<file path="src/hw/rtl/svdc_pkg.sv">
// Shared types, codes and helper functions for the servo datagram checker.
package svdc_pkg;

    localparam int RESET_LEN = 6;
    localparam int POS_FIRST = 14;
    localparam logic [5:0] BYTE_POS_MAX = 6'h3F;

    localparam int MAX_CHANNELS = 6;
    localparam int ANGLE_W = 40;
    localparam int ANGLE_SHIFT = 11;
    localparam logic signed [18:0] ANGLE_MUL = 19'sd205887;

    // Configuration register indexes
    localparam logic [1:0] REG_DATA_MAGIC    = 2'd0;
    localparam logic [1:0] REG_RESET_MAGIC   = 2'd1;
    localparam logic [1:0] REG_CENTER_OFFSET = 2'd2;

    localparam logic [15:0] DATA_MAGIC_RST    = 16'hAA55;
    localparam logic [15:0] RESET_MAGIC_RST   = 16'hAA56;
    localparam logic [15:0] CENTER_OFFSET_RST = 16'd2048;

    // Verdict codes
    localparam logic [2:0] VERDICT_ACCEPT    = 3'd0;
    localparam logic [2:0] VERDICT_RESET     = 3'd1;
    localparam logic [2:0] VERDICT_BAD_LEN   = 3'd2;
    localparam logic [2:0] VERDICT_BAD_DATA  = 3'd3;
    localparam logic [2:0] VERDICT_BAD_RESET = 3'd4;
    localparam logic [2:0] VERDICT_STALE     = 3'd5;

    // Datagram kind by length
    localparam logic [1:0] KIND_BAD_LEN = 2'd0;
    localparam logic [1:0] KIND_RESET   = 2'd1;
    localparam logic [1:0] KIND_DATA    = 2'd2;

    typedef struct packed {
        logic [1:0]  kind;
        logic        hdr_data_ok;
        logic        hdr_reset_ok;
        logic [31:0] seq;
    } frame_t;

    function automatic logic [31:0] sat_inc(input logic [31:0] c);
        return (c == 32'hFFFF_FFFF) ? c : c + 32'd1;
    endfunction

    // ((pos - center) * 205887) >>> 11, floor shift
    function automatic logic [ANGLE_W-1:0] angle_of(input logic [31:0] pos,
                                                    input logic [15:0] center);
        logic signed [32:0] diff;
        logic signed [51:0] prod;
        diff = $signed({pos[31], pos}) - $signed({17'b0, center});
        prod = diff * ANGLE_MUL;
        return prod[ANGLE_SHIFT +: ANGLE_W];
    endfunction

endpackage

</file>
<file path="src/hw/rtl/svdc_judge.sv">
// Verdict, sequence tracking, saturating counters and angle conversion into the result register.
module svdc_judge #(
    parameter int CHANNELS = 6
) (
    input  logic                 aclk,
    input  logic                 aresetn,
    input  logic                 frame_vld,
    input  svdc_pkg::frame_t     frame,
    input  logic [31:0]          frame_pos [CHANNELS],
    input  logic [15:0]          center_offset,
    input  logic                 m_ready,
    output logic                 frame_take,
    output logic                 m_vld,
    output logic [2:0]           verdict,
    output logic [31:0]          frame_sequence,
    output logic [svdc_pkg::ANGLE_W-1:0] angle [svdc_pkg::MAX_CHANNELS],
    output logic [31:0]          accepted_total,
    output logic [31:0]          error_total,
    output logic [31:0]          stale_total
);

    logic        m_vld_reg;
    logic [2:0]  verdict_reg, verdict_next;
    logic [31:0] seq_out_reg, seq_out_next;
    logic        tracking_reg, tracking_next;
    logic [31:0] last_acc_reg, last_acc_next;
    logic [31:0] acc_cnt_reg, acc_cnt_next;
    logic [31:0] err_cnt_reg, err_cnt_next;
    logic [31:0] stale_cnt_reg, stale_cnt_next;
    logic [svdc_pkg::ANGLE_W-1:0] angle_reg [CHANNELS];

    assign frame_take = frame_vld && (!m_vld_reg || m_ready);

    always_comb begin
        verdict_next   = svdc_pkg::VERDICT_BAD_LEN;
        seq_out_next   = frame.seq;
        tracking_next  = tracking_reg;
        last_acc_next  = last_acc_reg;
        acc_cnt_next   = acc_cnt_reg;
        err_cnt_next   = err_cnt_reg;
        stale_cnt_next = stale_cnt_reg;
        unique case (frame.kind)
            svdc_pkg::KIND_RESET: begin
                if (frame.hdr_reset_ok) begin
                    verdict_next   = svdc_pkg::VERDICT_RESET;
                    tracking_next  = 1'b0;
                    last_acc_next  = '0;
                    stale_cnt_next = '0;
                end else begin
                    verdict_next = svdc_pkg::VERDICT_BAD_RESET;
                    err_cnt_next = svdc_pkg::sat_inc(err_cnt_reg);
                end
            end
            svdc_pkg::KIND_DATA: begin
                if (!frame.hdr_data_ok) begin
                    verdict_next = svdc_pkg::VERDICT_BAD_DATA;
                    err_cnt_next = svdc_pkg::sat_inc(err_cnt_reg);
                end else if (tracking_reg && (frame.seq <= last_acc_reg)) begin
                    verdict_next   = svdc_pkg::VERDICT_STALE;
                    stale_cnt_next = svdc_pkg::sat_inc(stale_cnt_reg);
                end else begin
                    verdict_next  = svdc_pkg::VERDICT_ACCEPT;
                    tracking_next = 1'b1;
                    last_acc_next = frame.seq;
                    acc_cnt_next  = svdc_pkg::sat_inc(acc_cnt_reg);
                end
            end
            default: begin
                verdict_next = svdc_pkg::VERDICT_BAD_LEN;
                seq_out_next = '0;
                err_cnt_next = svdc_pkg::sat_inc(err_cnt_reg);
            end
        endcase
    end

    always_ff @(posedge aclk) begin
        if (!aresetn) begin
            m_vld_reg     <= 1'b0;
            tracking_reg  <= 1'b0;
            last_acc_reg  <= '0;
            acc_cnt_reg   <= '0;
            err_cnt_reg   <= '0;
            stale_cnt_reg <= '0;
        end else begin
            if (frame_take) begin
                m_vld_reg     <= 1'b1;
                tracking_reg  <= tracking_next;
                last_acc_reg  <= last_acc_next;
                acc_cnt_reg   <= acc_cnt_next;
                err_cnt_reg   <= err_cnt_next;
                stale_cnt_reg <= stale_cnt_next;
            end else if (m_ready) begin
                m_vld_reg <= 1'b0;
            end
        end
    end

    always_ff @(posedge aclk) begin
        if (frame_take) begin
            verdict_reg <= verdict_next;
            seq_out_reg <= seq_out_next;
        end
    end

    // One multiplier per channel, straight into the result register
    for (genvar i = 0; i < svdc_pkg::MAX_CHANNELS; i++) begin : g_angle
        if (i < CHANNELS) begin : g_live
            always_ff @(posedge aclk) begin
                if (frame_take) begin
                    angle_reg[i] <= (verdict_next == svdc_pkg::VERDICT_ACCEPT) ?
                        svdc_pkg::angle_of(frame_pos[i], center_offset) : '0;
                end
            end
            assign angle[i] = angle_reg[i];
        end else begin : g_unused
            assign angle[i] = '0;
        end
    end

    assign m_vld          = m_vld_reg;
    assign verdict        = verdict_reg;
    assign frame_sequence = seq_out_reg;
    assign accepted_total = acc_cnt_reg;
    assign error_total    = err_cnt_reg;
    assign stale_total    = stale_cnt_reg;

endmodule

</file>
<file path="config.mk">
export PLATFORM = sky130hd
export DESIGN_NAME = svdc_judge
export DESIGN_NICKNAME = d
export VERILOG_FILES = /design/src/hw/rtl/svdc_pkg.sv /design/src/hw/rtl/svdc_judge.sv
export SDC_FILE = /design/constraint.sdc
export NUM_CORES = 2
export LEC_CHECK = 0
export BUFFER_PORTS_ARGS = -buffer_cell sky130_fd_sc_hd__buf_4
export CAP_MARGIN = 30
export CORE_MARGIN = 10
export CORE_UTILIZATION = 35
export DETAILED_ROUTE_END_ITERATION = 8
export PLACE_DENSITY_LB_ADDON = 0.2
export SYNTH_ARGS = -nofsm -noshare
export SYNTH_HDL_FRONTEND = slang
export SYNTH_SLANG_ARGS = --single-unit
</file>
<file path="constraint.sdc">
create_clock -name aclk -period 10.1 [get_ports aclk]
set_input_delay 0.505 -clock aclk [delete_from_list [all_inputs] [get_ports aclk]]
set_output_delay 0.505 -clock aclk [all_outputs]
set_load 0.005 [all_outputs]
</file>
==> metrics.txt <==
final setup vio count=0; fraction of layout cells with a size suffix above 1=0.106; Rel. slew slack=0.335; final hold viol count=0; Hold WS=0.0820 ns; CTS tree=done; dpl ws=-0.219 ns; data required time of the worst path=10.57 ns; row count=180; Post-layout nets=12614; Min-Delay Path Depth=3; maximum buffer depth of the clock tree=3; Synth Flop Type=edfxtp_1; skew final=0.0639 ns; GRT Util Overall=0.197; post-route ant nets=0; cell taking the most area after synthesis=fa_1; ys async rst share=0; largest net degree at the start of global routing=102; CTS buffer count=54; CTS H-tree depth=2; worst reg2reg path startpoint=last_acc_reg[1]$_SDFFE_PN0P_; worst skew pair latency=0.76 ns; Hold Path Sink=last_acc_reg[24]$_SDFFE_PN0P_; Worst R2R Path Depth=16; Final Util=0.402; Initial Util=0.351; commonest cells in the netlist=inv_1, fa_1, ha_1, nor2_1, xnor2_1; max reg flops=240; Pre-Repair DR Iteration Count=6; final WL=257 mm; synthesis-stage register bit count=405; Slowest-stage cell, CP=fa_1; f_max=0.105 GHz; post-synth top area share=0.312; Cells after Synth=8962; Critical Path End Type=flip-flop; WP data arrival=10.02 ns; startpoint types=input port; vias per cell=4.74; sequential area share after synthesis=0.129; post-synthesis instance area=0.0842 mm^2; max cap viols=0; Critical Path Fanout Max=6; GRT overflow=0; violation count after the first detailed-routing iteration=3194; initial antenna violation count=33; synth top area cells=fa_1, ha_1, inv_1; RSZ-0062 raised after global routing=false; Crit path largest cell delay=0.55 ns; CP most frequent cell=inv_1; Max Slew Vio Count=0; vias in the first global route=66602; critical path type=input port to flip-flop; RR Endpoint=angle_reg[3][0]$_SDFFCE_PP0P_; die height=511 um; worst-margin pin slew=0.991 ns; clk sinks=405; I/O Buffers=620; hpwl dp=227 mm; Synth Area per Inst=9.40 um^2; final setup margin=0.556 ns; width of the die=511 um; outcome=completed; Post-synth EDFFs=275; first-pass GRT wire length=401 mm; r2r setup slk=5.56 ns; Final period util=0.945; GPL Wtd Cong=0.937; per-cell routed wire length=19.8 um; vias=61756; fin crit period=9.54 ns; area grow syn2layout=14.5%; Post-CTS Setup Inserts=0; Synth Warn #=0; Syn Nets=11789; I/O pin total=621; HP Class=input port to flip-flop; CORE AREA=0.240 mm^2; Reg clk slew, reported paths=0.07 ns; post-cts resize count=0; Hold Crit Start=frame[24]; die area=0.261 mm^2; count leader, synth=inv_1; DR DRC count=0; CTS root buf=clkbuf_16; number of library cell types mapped by synthesis=84
## cells in the final DEF (no fill, tap or decap), types with 178 or more instances in the layout
cell type / Yosys / routed
o21ai_0: 178 / 178
fa_1: 1312 / 1312
inv_1: 2510 / 2505
buf_4: 1 / 873
xnor2_1: 434 / 434
nor2_1: 472 / 471
edfxtp_1: 275 / 275
xor2_1: 336 / 336
a21o_1: 249 / 249
a21oi_1: 358 / 355
nand2_1: 219 / 219
ha_1: 1267 / 1267
## kinds of logic after synthesis
logic type	after synthesis	synth area share
flip-flops	405	0.129
AO/OA/AOI/OAI	1145	0.0878
XOR/XNOR	773	0.0806
multiplexers	22	0.00284
adder cells (fa/ha/maj)	2579	0.500
AND/OR/NAND/NOR	1413	0.0828
buffers and inverters	2625	0.117
## metal layers
layer	global-route usage	vias to the layer above	share of wire
met3	0.0322	238	0.049
met4	0.0545	16	0.029
met2	0.329	1254	0.47
met5	0	-	0.00042
met1	0.262	30476	0.45
li1	-	29772	-
## worst max-delay path, delay by kind of cell
kind                     cells  cell delay [ns]
AO/OA/AOI/OAI               11             2.93
XOR/XNOR                     3             0.79
adder cells (fa/ha/maj)      8             3.12
buffers and inverters        8             1.21
AND/OR/NAND/NOR              7             1.46
## through the flow
step / instances / cell area (um^2) / setup TNS (ns)
after global placement: 12909 / 94500 / -0.113
after global routing: 13026 / 96500 / 0
after detailed placement: 12913 / 94500 / -1.33
after floorplan: 8962 / 84200 / 0
final: 13028 / 96500 / 0
after CTS: 13015 / 96400 / 0
## worst max path at each step
stage	startpoint	to	slack [ns]
2_1_floorplan	frame_pos[32]	angle_reg[4][38]$_SDFFCE_PP0P_	0.04
3_3_place_gp	center_offset[2]	angle_reg[3][38]$_SDFFCE_PP0P_	-0.05
3_5_place_dp	center_offset[10]	angle_reg[3][35]$_SDFFCE_PP0P_	-0.22
4_1_cts	center_offset[10]	angle_reg[3][38]$_SDFFCE_PP0P_	0.60
5_1_grt	center_offset[5]	angle_reg[0][39]$_SDFFCE_PP0P_	0.02
6_report	center_offset[5]	angle_reg[0][39]$_SDFFCE_PP0P_	0.56
## what timing repair did
action                     in CTS  in global routing
hold buffers                    1                  0
setup endpoints to repair       0                  0
hold endpoints to repair        1                  0
## final cells by class
cell class,instances,area [um^2]
multi-input cells,5932,63600
well taps,3185,3990
inverters,2514,9440
diodes,11,27.5
clock inverters,43,537
flip-flops and latches,405,10900
repair buffers,880,6700
fillers,24251,144000
clock buffers,58,1370
Power is left out: the tool's default activity adds up to more than one toggle a clock period on the data nets, which glitch-free logic cannot reach.
